### src/hw/rtl/rbw_pkg.sv
// ----------------------------------------------------------------------------
// rbw_pkg: shared types and constants for the row bulge warp splat
// Field widths, register map, reset values and the item passed from the
// arithmetic pipe to the splat sequencer.
// ----------------------------------------------------------------------------
package rbw_pkg;

   localparam int COORD_BITS     = 12;
   localparam int SIZE_BITS      = COORD_BITS + 1;
   localparam int COLOR_BITS     = 8;
   localparam int GAIN_BITS      = 24;
   localparam int GAIN_FRAC_BITS = 32;
   localparam int DSQ_BITS       = 2 * COORD_BITS;          // (col distance)^2
   localparam int PROD_BITS      = 34;                      // dr * dc^2, max 2^33
   localparam int FULL_BITS      = PROD_BITS + GAIN_BITS;   // gain * dr * dc^2
   localparam int OFF_BITS       = FULL_BITS - GAIN_FRAC_BITS;
   localparam int TR_BITS        = OFF_BITS + 1;
   localparam int SPLAT_NUM      = 5;

   localparam int CSR_ADDR_BITS  = 4;
   localparam int CSR_DATA_BITS  = 32;

   localparam logic [SIZE_BITS-1:0] SIZE_MAX          = SIZE_BITS'(1 << COORD_BITS);
   localparam logic [SIZE_BITS-1:0] WIDTH_RESET       = SIZE_BITS'(640);
   localparam logic [SIZE_BITS-1:0] HEIGHT_RESET      = SIZE_BITS'(480);
   localparam logic [GAIN_BITS-1:0] GAIN_RESET        = GAIN_BITS'(35240);

   typedef enum logic [1:0] {
      REG_FRAME_WIDTH  = 2'd0,
      REG_FRAME_HEIGHT = 2'd1,
      REG_WARP_GAIN    = 2'd2
   } reg_index_type;

   // accepted, warped pixel handed to the splat sequencer
   typedef struct packed {
      logic [COORD_BITS-1:0] row;
      logic [COORD_BITS-1:0] col;
      logic [COLOR_BITS-1:0] blue;
      logic [COLOR_BITS-1:0] green;
      logic [COLOR_BITS-1:0] red;
   } splat_item_type;

   // frame size after saturation, used by both pipe and splat
   typedef struct packed {
      logic [SIZE_BITS-1:0] width;
      logic [SIZE_BITS-1:0] height;
   } frame_size_type;

endpackage

### src/hw/rtl/rbw_pipe.sv
// ----------------------------------------------------------------------------
// rbw_pipe: five-stage warp arithmetic
// Distances to the frame centre, dc^2, dr*dc^2, gain product and target row
// with range check. All stages move together on adv.
// ----------------------------------------------------------------------------
module rbw_pipe
   import rbw_pkg::*;
(
   input  logic                  clock,
   input  logic                  reset,
   input  logic                  adv,
   input  logic                  in_valid,
   input  logic [COORD_BITS-1:0] in_row,
   input  logic [COORD_BITS-1:0] in_col,
   input  logic [COLOR_BITS-1:0] in_blue,
   input  logic [COLOR_BITS-1:0] in_green,
   input  logic [COLOR_BITS-1:0] in_red,
   input  frame_size_type        size,
   input  logic [GAIN_BITS-1:0]  gain,
   output logic                  out_valid,
   output splat_item_type        out_item
);

   logic [COORD_BITS-1:0] half_w;
   logic [COORD_BITS-1:0] half_h;

   // stage 1: range check and centre distances
   logic                  v1_ff, v1_in;
   splat_item_type        it1_ff, it1_in;
   logic                  below1_ff, below1_in;
   logic [COORD_BITS-1:0] dr1_ff, dr1_in;
   logic [COORD_BITS-1:0] dc1_ff, dc1_in;

   // stage 2: dc^2
   logic                  v2_ff;
   splat_item_type        it2_ff;
   logic                  below2_ff;
   logic [COORD_BITS-1:0] dr2_ff;
   logic [DSQ_BITS-1:0]   dsq2_ff, dsq2_in;

   // stage 3: dr * dc^2
   logic                  v3_ff;
   splat_item_type        it3_ff;
   logic                  below3_ff;
   logic [PROD_BITS-1:0]  prod3_ff, prod3_in;

   // stage 4: gain product, keep integer part
   logic                  v4_ff;
   splat_item_type        it4_ff;
   logic                  below4_ff;
   logic [FULL_BITS-1:0]  full4;
   logic [OFF_BITS-1:0]   off4_ff, off4_in;

   // stage 5: target row and accept
   logic                  v5_ff, v5_in;
   splat_item_type        it5_ff, it5_in;
   logic [TR_BITS-1:0]    tr_wide;
   logic                  move_ok;

   assign half_w = size.width[SIZE_BITS-1:1];
   assign half_h = size.height[SIZE_BITS-1:1];

   always_comb begin
      v1_in        = in_valid
                     && ({1'b0, in_row} < size.height)
                     && ({1'b0, in_col} < size.width);
      it1_in.row   = in_row;
      it1_in.col   = in_col;
      it1_in.blue  = in_blue;
      it1_in.green = in_green;
      it1_in.red   = in_red;
      below1_in    = in_row >= half_h;
      dr1_in       = below1_in ? in_row - half_h : half_h - in_row;
      dc1_in       = (in_col >= half_w) ? in_col - half_w : half_w - in_col;
   end

   assign dsq2_in  = DSQ_BITS'(dc1_ff) * DSQ_BITS'(dc1_ff);
   assign prod3_in = PROD_BITS'(dr2_ff) * PROD_BITS'(dsq2_ff);
   assign full4    = FULL_BITS'(gain) * FULL_BITS'(prod3_ff);
   assign off4_in  = full4[FULL_BITS-1:GAIN_FRAC_BITS];

   always_comb begin
      if (below4_ff) begin
         tr_wide = TR_BITS'(it4_ff.row) + TR_BITS'(off4_ff);
         move_ok = 1'b1;
      end else begin
         tr_wide = TR_BITS'(it4_ff.row) - TR_BITS'(off4_ff);
         move_ok = off4_ff <= OFF_BITS'(it4_ff.row);
      end
      it5_in     = it4_ff;
      it5_in.row = tr_wide[COORD_BITS-1:0];
      v5_in      = v4_ff && move_ok
                   && (tr_wide < TR_BITS'(size.height))
                   && (tr_wide > TR_BITS'(1))
                   && (it4_ff.col > COORD_BITS'(1));
   end

   always_ff @(posedge clock) begin
      if (reset) begin
         v1_ff <= 1'b0;
         v2_ff <= 1'b0;
         v3_ff <= 1'b0;
         v4_ff <= 1'b0;
         v5_ff <= 1'b0;
      end else if (adv) begin
         v1_ff <= v1_in;
         v2_ff <= v1_ff;
         v3_ff <= v2_ff;
         v4_ff <= v3_ff;
         v5_ff <= v5_in;
      end
   end

   always_ff @(posedge clock) begin
      if (adv) begin
         it1_ff    <= it1_in;
         below1_ff <= below1_in;
         dr1_ff    <= dr1_in;
         dc1_ff    <= dc1_in;
         it2_ff    <= it1_ff;
         below2_ff <= below1_ff;
         dr2_ff    <= dr1_ff;
         dsq2_ff   <= dsq2_in;
         it3_ff    <= it2_ff;
         below3_ff <= below2_ff;
         prod3_ff  <= prod3_in;
         it4_ff    <= it3_ff;
         below4_ff <= below3_ff;
         off4_ff   <= off4_in;
         it5_ff    <= it5_in;
      end
   end

   assign out_valid = v5_ff;
   assign out_item  = it5_ff;

endmodule

### src/hw/rtl/rbw_splat.sv
// ----------------------------------------------------------------------------
// rbw_splat: splat sequencer
// Holds one warped pixel and emits its frame-buffer writes one beat at a
// time: target, row+1, row-1, col+1, col-1, edge neighbours skipped.
// ----------------------------------------------------------------------------
module rbw_splat
   import rbw_pkg::*;
(
   input  logic                  clock,
   input  logic                  reset,
   input  logic                  load_valid,
   input  splat_item_type        load_item,
   input  frame_size_type        size,
   output logic                  free,
   output logic                  rsp_valid,
   input  logic                  rsp_ready,
   output logic [COORD_BITS-1:0] rsp_row,
   output logic [COORD_BITS-1:0] rsp_col,
   output logic [COLOR_BITS-1:0] rsp_blue,
   output logic [COLOR_BITS-1:0] rsp_green,
   output logic [COLOR_BITS-1:0] rsp_red,
   output logic                  rsp_last
);

   splat_item_type       item_ff;
   logic [SPLAT_NUM-1:0] rem_ff, rem_in;
   logic [SPLAT_NUM-1:0] rem_rest;
   logic                 row_up_ok;
   logic                 col_up_ok;
   logic                 take;

   // pending writes, bit 0 first; clear lowest set bit per beat
   assign rem_rest  = rem_ff & (rem_ff - SPLAT_NUM'(1));
   assign rsp_valid = |rem_ff;
   assign rsp_last  = ~|rem_rest;
   assign take      = rsp_valid && rsp_ready;
   assign free      = ~rsp_valid || (take && rsp_last);

   assign row_up_ok = (SIZE_BITS'(load_item.row) + SIZE_BITS'(1)) < size.height;
   assign col_up_ok = (SIZE_BITS'(load_item.col) + SIZE_BITS'(1)) < size.width;

   always_comb begin
      rem_in = rem_ff;
      if (take) begin
         rem_in = rem_rest;
      end
      if (free) begin
         rem_in = load_valid ? {1'b1, col_up_ok, 1'b1, row_up_ok, 1'b1}
                             : '0;
      end
   end

   always_ff @(posedge clock) begin
      if (reset) begin
         rem_ff <= '0;
      end else begin
         rem_ff <= rem_in;
      end
   end

   always_ff @(posedge clock) begin
      if (free && load_valid) begin
         item_ff <= load_item;
      end
   end

   always_comb begin
      rsp_row = item_ff.row;
      rsp_col = item_ff.col;
      if (rem_ff[0]) begin
         rsp_row = item_ff.row;
      end else if (rem_ff[1]) begin
         rsp_row = item_ff.row + COORD_BITS'(1);
      end else if (rem_ff[2]) begin
         rsp_row = item_ff.row - COORD_BITS'(1);
      end else if (rem_ff[3]) begin
         rsp_col = item_ff.col + COORD_BITS'(1);
      end else begin
         rsp_col = item_ff.col - COORD_BITS'(1);
      end
   end

   assign rsp_blue  = item_ff.blue;
   assign rsp_green = item_ff.green;
   assign rsp_red   = item_ff.red;

endmodule

### src/hw/rtl/row_bulge_warp_splat.sv
// ----------------------------------------------------------------------------
// row_bulge_warp_splat: row bulge warp with five-point splat
// Moves each source pixel vertically away from the frame centre and writes
// it to the frame buffer at the target and its four neighbours.
// ----------------------------------------------------------------------------
// A source pixel enters on the req_ channel and leaves as 0 to 5 write beats
// on the rsp_ channel, in the order target, row+1, row-1, col+1, col-1, with
// rsp_last_write set on the final beat of each pixel. Pixels outside the
// frame, or whose target row or column falls outside 2 .. size-1, give no
// beats. A pixel passes through the five arithmetic stages and then the
// splat register before its first beat appears. Pixels without writes
// never hold the input: the splat sequencer sends one beat per cycle while
// rsp_ready is high and holds the pipe until the last beat of a pixel is
// taken. Frame size and gain come from the CSR port (frame_width at 0x0,
// frame_height at 0x4, warp_gain at 0x8) and must only be written while
// the block is idle; sizes above 4096 act as 4096.
// ----------------------------------------------------------------------------
module row_bulge_warp_splat
   import rbw_pkg::*;
(
   input  logic                     clock,
   input  logic                     reset,

   input  logic                     req_valid,
   output logic                     req_ready,
   input  logic [COORD_BITS-1:0]    req_src_row,
   input  logic [COORD_BITS-1:0]    req_src_col,
   input  logic [COLOR_BITS-1:0]    req_src_blue,
   input  logic [COLOR_BITS-1:0]    req_src_green,
   input  logic [COLOR_BITS-1:0]    req_src_red,

   output logic                     rsp_valid,
   input  logic                     rsp_ready,
   output logic [COORD_BITS-1:0]    rsp_dst_row,
   output logic [COORD_BITS-1:0]    rsp_dst_col,
   output logic [COLOR_BITS-1:0]    rsp_dst_blue,
   output logic [COLOR_BITS-1:0]    rsp_dst_green,
   output logic [COLOR_BITS-1:0]    rsp_dst_red,
   output logic                     rsp_last_write,

   input  logic                     psel,
   input  logic                     penable,
   input  logic                     pwrite,
   input  logic [CSR_ADDR_BITS-1:0] paddr,
   input  logic [CSR_DATA_BITS-1:0] pwdata,
   output logic [CSR_DATA_BITS-1:0] prdata,
   output logic                     pready
);

   // configuration registers, raw as written
   logic [SIZE_BITS-1:0] width_ff, width_in;
   logic [SIZE_BITS-1:0] height_ff, height_in;
   logic [GAIN_BITS-1:0] gain_ff, gain_in;
   logic                 csr_wr;
   reg_index_type        csr_idx;

   frame_size_type       size;
   logic                 adv;
   logic                 pipe_valid;
   splat_item_type       pipe_item;

   // --- CSR port: zero wait states, write on access phase
   assign pready  = 1'b1;
   assign csr_wr  = psel && penable && pwrite;
   assign csr_idx = reg_index_type'(paddr[CSR_ADDR_BITS-1:2]);

   always_comb begin
      width_in  = width_ff;
      height_in = height_ff;
      gain_in   = gain_ff;
      if (csr_wr) begin
         case (csr_idx)
            REG_FRAME_WIDTH:  width_in  = pwdata[SIZE_BITS-1:0];
            REG_FRAME_HEIGHT: height_in = pwdata[SIZE_BITS-1:0];
            REG_WARP_GAIN:    gain_in   = pwdata[GAIN_BITS-1:0];
            default: ;
         endcase
      end
   end

   always_ff @(posedge clock) begin
      if (reset) begin
         width_ff  <= WIDTH_RESET;
         height_ff <= HEIGHT_RESET;
         gain_ff   <= GAIN_RESET;
      end else begin
         width_ff  <= width_in;
         height_ff <= height_in;
         gain_ff   <= gain_in;
      end
   end

   always_comb begin
      case (csr_idx)
         REG_FRAME_WIDTH:  prdata = CSR_DATA_BITS'(width_ff);
         REG_FRAME_HEIGHT: prdata = CSR_DATA_BITS'(height_ff);
         REG_WARP_GAIN:    prdata = CSR_DATA_BITS'(gain_ff);
         default:          prdata = '0;
      endcase
   end

   // saturate frame size to the coordinate range
   assign size.width  = (width_ff  > SIZE_MAX) ? SIZE_MAX : width_ff;
   assign size.height = (height_ff > SIZE_MAX) ? SIZE_MAX : height_ff;

   // --- datapath: whole pipe advances whenever the splat stage can take
   // its next pixel; a held pipe keeps every stage and its valid bit.
   assign req_ready = adv;

   rbw_pipe u_pipe (
      .clock     (clock),
      .reset     (reset),
      .adv       (adv),
      .in_valid  (req_valid),
      .in_row    (req_src_row),
      .in_col    (req_src_col),
      .in_blue   (req_src_blue),
      .in_green  (req_src_green),
      .in_red    (req_src_red),
      .size      (size),
      .gain      (gain_ff),
      .out_valid (pipe_valid),
      .out_item  (pipe_item)
   );

   // splat register doubles as the output register of the rsp_ side
   rbw_splat u_splat (
      .clock      (clock),
      .reset      (reset),
      .load_valid (pipe_valid),
      .load_item  (pipe_item),
      .size       (size),
      .free       (adv),
      .rsp_valid  (rsp_valid),
      .rsp_ready  (rsp_ready),
      .rsp_row    (rsp_dst_row),
      .rsp_col    (rsp_dst_col),
      .rsp_blue   (rsp_dst_blue),
      .rsp_green  (rsp_dst_green),
      .rsp_red    (rsp_dst_red),
      .rsp_last   (rsp_last_write)
   );

endmodule

### config.mk
export PLATFORM = sky130hd
export DESIGN_NAME = row_bulge_warp_splat
export DESIGN_NICKNAME = d
export VERILOG_FILES = /design/src/hw/rtl/rbw_pkg.sv /design/src/hw/rtl/rbw_pipe.sv /design/src/hw/rtl/rbw_splat.sv /design/src/hw/rtl/row_bulge_warp_splat.sv
export SDC_FILE = /design/constraint.sdc
export NUM_CORES = 2
export LEC_CHECK = 0
export BUFFER_PORTS_ARGS = -buffer_cell sky130_fd_sc_hd__buf_2
export CORE_MARGIN = 3
export CORE_UTILIZATION = 40
export CTS_CLUSTER_SIZE = 28
export DETAILED_ROUTE_END_ITERATION = 12
export SLEW_MARGIN = 20
export SYNTH_ARGS = -nofsm -noshare
export SYNTH_HDL_FRONTEND = slang
export SYNTH_SLANG_ARGS = --single-unit
### constraint.sdc
create_clock -name clock -period 15.9 [get_ports clock]
set_input_delay 1.59 -clock clock [delete_from_list [all_inputs] [get_ports clock]]
set_output_delay 1.59 -clock clock [all_outputs]
set_load 0.05 [all_outputs]
==> reports/summary.md <==
The number of buffers between clock root and the deepest sink came out at 3. Portion of netlist area occupied by mux cells: 0.00520. Buffers placed on the I/O ports in this run total 155. Max-cap violations in this run came to 0. Synthesis instantiated 90 different standard cells from the library. The logs give 0 ns for the final sum of negative setup slack and 0.404 for the starting utilization of the core area. The area share of fa/ha/maj cells after synthesis works out to 0.434. The number of register bits inferred by synthesis is 471.

Buffers inserted to repair hold after CTS numbered 0. The fraction of the mapped netlist area in simple logic gates works out to 0.150. The post-synthesis cell count was 5931. Timing would allow up to 0.126 GHz. The run gives 0.60 ns as the source-to-sink clock delay at the later pin of the worst-skew pair. For the initial antenna violation count, the log shows 12. The headroom to the max-slew limit was 0.278; the detailed-route via count was 40100.

The finished layout holds 7894 standard cells, fillers aside. In this run the critical register-to-register path is captured at u_pipe.off4_ff[21]$_DFFE_PN_. TritonCTS built the clock tree. Data on the critical path arrives at its endpoint at 8.25 ns. Prior to clock tree synthesis, the placed netlist has a worst setup slack of 8.04 ns. The xor and xnor area share after synthesis was 0.0241; the overall routed net length was 144 mm.

The final weighted congestion in routability-driven placement came out at 0.861. The overall track demand over capacity in global routing was 0.195; the post-route fraction of the period consumed by the critical path was 0.498. The min-delay analysis places its worst path in the category reg -> reg. The pin count of the biggest net entering global routing was 172; the residual DRC count was 0. The number of global-route vias before repair is 43000, and the number of nets with antenna violations after routing is 0. Setup slack on the worst reg-to-reg path comes out at 7.98 ns. The hold path startpoint is u_pipe.it2_ff[19]$_DFFE_PN_. Yosys printed 0 warnings.

Clock skew after layout: 0.0186 ns. The clock drives 471 sinks. The number of max-slew violations in the final report was 0. The tools report the origin of the critical flop-to-flop path as gain_ff[9]$_SDFFE_PP0P_.

The logs give 16.24 ns for the required time at the endpoint of the critical path and 2 for the number of H-tree branching levels. The fraction of final layout cells with drive strength greater than 1 works out to 0.0563. The depth of the worst register-to-register path works out to 25. The top flip-flop cell by instance count after synthesis was sky130_fd_sc_hd__edfxtp_1.

Area fraction in compound gates after synthesis: 0.0603. The die boundary width works out to 390 microns. The tools report the share of the yosys chip area belonging to registers as 0.230. The buffer cell driving the clock tree root is sky130_fd_sc_hd__clkbuf_16. The logs give 58900 sq um for the area of the mapped netlist and 6 for the number of iterations in the first detailed-routing pass. Setup violations remaining at the end of the flow were counted as 0.

Setup repair after global routing left no endpoint under its margin. The floorplan has 140 rows. The area growth from synthesis to layout is 7.03%. A synthesized cell averages 9.93 sq um. The first global-routing pass estimated 235 mm of wire.

The time the final worst path needs with I/O delays and setup works out to 7.92 ns. In this run the worst setup path begins at gain_ff[9]$_SDFFE_PP0P_. For the pin with the worst max-slew slack, the measured transition is 1.08 ns. Detailed-route vias per instance: 5.07. After clock tree synthesis, the repair step resized 0 gates. The top-level I/O count came out at 175. STA classifies the critical path startpoint as a flip-flop. For the final-layout worst hold slack, the log shows 0.415 ns. After synthesis, the largest family of logic cells by area is adder cells. The logs give 152000 sq um for the full die area and 0 for the count of final hold-check violations. The estimated wirelength of the detail-placed design came out at 108 mm.

For the number of nets in the finished design, the log shows 7458. After detailed placement, the design holds a cell count of 7784. The synthesized design contains 411 enable-type register cells. Measured along the y axis, the die boundary spans 390 microns. Nature of the critical path endpoint: a flip-flop. The worst hold path passes through 0 cells. The flow ran to the end, and the final reports show no timing, DRC or antenna violations.

The core region is 146000 sq um. The clock edge transition at the registers on the reported setup and hold paths is 0.06 ns. The total overflow left after global routing is 0. The largest fanout on the critical path works out to 34. Fraction of registers with async set or reset after synthesis: 0. After layout, the worst setup slack is 7.98 ns.

The average wire length per cell after detail routing works out to 18.2 microns. The path with the worst hold slack has its endpoint at u_pipe.it3_ff[19]$_DFFE_PN_. The detailed router finished its first iteration with 2214 violations. In this run the post-CTS setup repair buffer count came out at 0.

Counting the buffers created by CTS gives 52. The worst setup path is of the reg -> reg kind.
-- cell usage after synthesis, types with 7 or more instances --
cell type	number	area share
sky130_fd_sc_hd__ha_1	448	0.095
sky130_fd_sc_hd__a31oi_1	15	0.0016
sky130_fd_sc_hd__o21a_1	20	0.0025
sky130_fd_sc_hd__nand3_1	46	0.0039
sky130_fd_sc_hd__clkbuf_1	253	0.016
sky130_fd_sc_hd__and2_1	593	0.063
sky130_fd_sc_hd__nor2b_1	37	0.0039
sky130_fd_sc_hd__edfxtp_1	411	0.21
sky130_fd_sc_hd__a211oi_1	18	0.0023
sky130_fd_sc_hd__nor4_1	7	0.00074
sky130_fd_sc_hd__nor3_1	31	0.0026
sky130_fd_sc_hd__buf_4	34	0.0043
sky130_fd_sc_hd__and3_1	16	0.0017
sky130_fd_sc_hd__o21bai_1	30	0.0038
sky130_fd_sc_hd__nand2b_1	27	0.0029
sky130_fd_sc_hd__o211ai_1	12	0.0015
sky130_fd_sc_hd__nand2_1	815	0.052
sky130_fd_sc_hd__fa_1	998	0.34
sky130_fd_sc_hd__nand3b_1	15	0.0019
sky130_fd_sc_hd__mux2i_1	25	0.0042
sky130_fd_sc_hd__xnor2_1	118	0.018
sky130_fd_sc_hd__nor2_1	123	0.0078
sky130_fd_sc_hd__xor2_1	44	0.0065
sky130_fd_sc_hd__o21ai_0	123	0.010
sky130_fd_sc_hd__dfxtp_1	60	0.020
sky130_fd_sc_hd__and4_1	7	0.0010
sky130_fd_sc_hd__o31ai_1	7	0.00089
sky130_fd_sc_hd__a221oi_1	7	0.0010
sky130_fd_sc_hd__a21o_1	58	0.0074
sky130_fd_sc_hd__nand4_1	22	0.0023
sky130_fd_sc_hd__inv_1	1171	0.075
sky130_fd_sc_hd__a21oi_1	190	0.016
sky130_fd_sc_hd__nor3b_1	9	0.0011
sky130_fd_sc_hd__or3_1	12	0.0013
-- placed cells by master, fill, tap and decap left out, drive strengths merged, types with 118 or more instances in the layout --
cell type	n
a21oi	191
buf	225
xnor2	118
nand2	815
ha	448
nor2	123
edfxtp	411
fa	998
inv	1174
and2	594
o21ai	129
-- kinds of logic after synthesis --
logic type | count (synthesis)
AND/OR/NAND/NOR | 1784
buffers and inverters | 1472
adder cells (fa/ha/maj) | 1446
AO/OA/AOI/OAI | 564
flip-flops | 471
XOR/XNOR | 162
multiplexers | 30
other | 2
-- cell type report --
class / count / area, sq um
inverter: 1171 / 4400
multi-input combinational: 4000 / 39700
antenna: 13 / 32.5
sequential: 471 / 13500
tap: 1917 / 2400
clock inverter: 34 / 249
timing repair buffer: 225 / 1310
fill: 14100 / 82900
clock buffer: 63 / 1360
-- registers in the layout, indices dropped and copies added (netlist names), 13 cells and up --
register         flops
u_pipe.out_item     48
gain_ff             24
u_pipe.off4_ff      26
u_pipe.it4_ff       48
u_pipe.prod3_ff     34
u_pipe.it1_ff       48
height_ff           13
width_ff            13
u_pipe.it3_ff       48
u_pipe.dsq2_ff      23
u_pipe.it2_ff       48
u_splat.item_ff     24
-- per-stage QoR --
stage          utilization  area (sq um)
3_3_place_gp         0.421         61400
3_5_place_dp         0.421         61400
5_1_grt              0.432         63000
2_1_floorplan            -         59000
6_report             0.432         63100
4_1_cts              0.432         63000
-- critical path: stages, from the launching register on --
cell,delay (ns)
sky130_fd_sc_hd__dfxtp_1,0.37
sky130_fd_sc_hd__buf_4,0.52
sky130_fd_sc_hd__nand2_1,0.17
sky130_fd_sc_hd__fa_1,0.54
sky130_fd_sc_hd__fa_1,0.55
sky130_fd_sc_hd__inv_1,0.07
sky130_fd_sc_hd__fa_1,0.48
sky130_fd_sc_hd__fa_1,0.58
sky130_fd_sc_hd__fa_1,0.47
sky130_fd_sc_hd__fa_1,0.50
sky130_fd_sc_hd__inv_1,0.05
sky130_fd_sc_hd__fa_1,0.47
sky130_fd_sc_hd__inv_1,0.05
sky130_fd_sc_hd__ha_1,0.32
sky130_fd_sc_hd__a21o_1,0.19
sky130_fd_sc_hd__a21o_1,0.16
sky130_fd_sc_hd__a221oi_1,0.39
sky130_fd_sc_hd__nand2_1,0.08
sky130_fd_sc_hd__o21ai_0,0.22
sky130_fd_sc_hd__buf_4,0.21
sky130_fd_sc_hd__nand2_1,0.10
sky130_fd_sc_hd__o41ai_2,0.45
sky130_fd_sc_hd__o21ai_0,0.23
sky130_fd_sc_hd__nand3_1,0.14
sky130_fd_sc_hd__a31oi_1,0.10
sky130_fd_sc_hd__xor2_1,0.16
-- per-layer routing --
layer  vias to the layer above  GRT usage  wire length (microns)
li1                      18300          -                      -
met1                     20700      0.250                  60300
met2                       847      0.355                  75000
met3                       182     0.0156                   5620
met4                         0     0.0491                   3170
met5                         -          0                      0
-- worst max-delay path by stage --
stage,to,slack (ns)
after floorplan,u_splat.item_ff[24]$_DFFE_PP_,3.76
after global placement,u_pipe.off4_ff[21]$_DFFE_PN_,8.11
after detailed placement,u_pipe.off4_ff[21]$_DFFE_PN_,8.04
after CTS,u_pipe.off4_ff[21]$_DFFE_PN_,7.97
after global routing,u_pipe.off4_ff[21]$_DFFE_PN_,7.51
final,u_pipe.off4_ff[21]$_DFFE_PN_,7.98
Power is not shown: default switching activity piles up to over one toggle a cycle in this logic, so the estimate is an artifact.
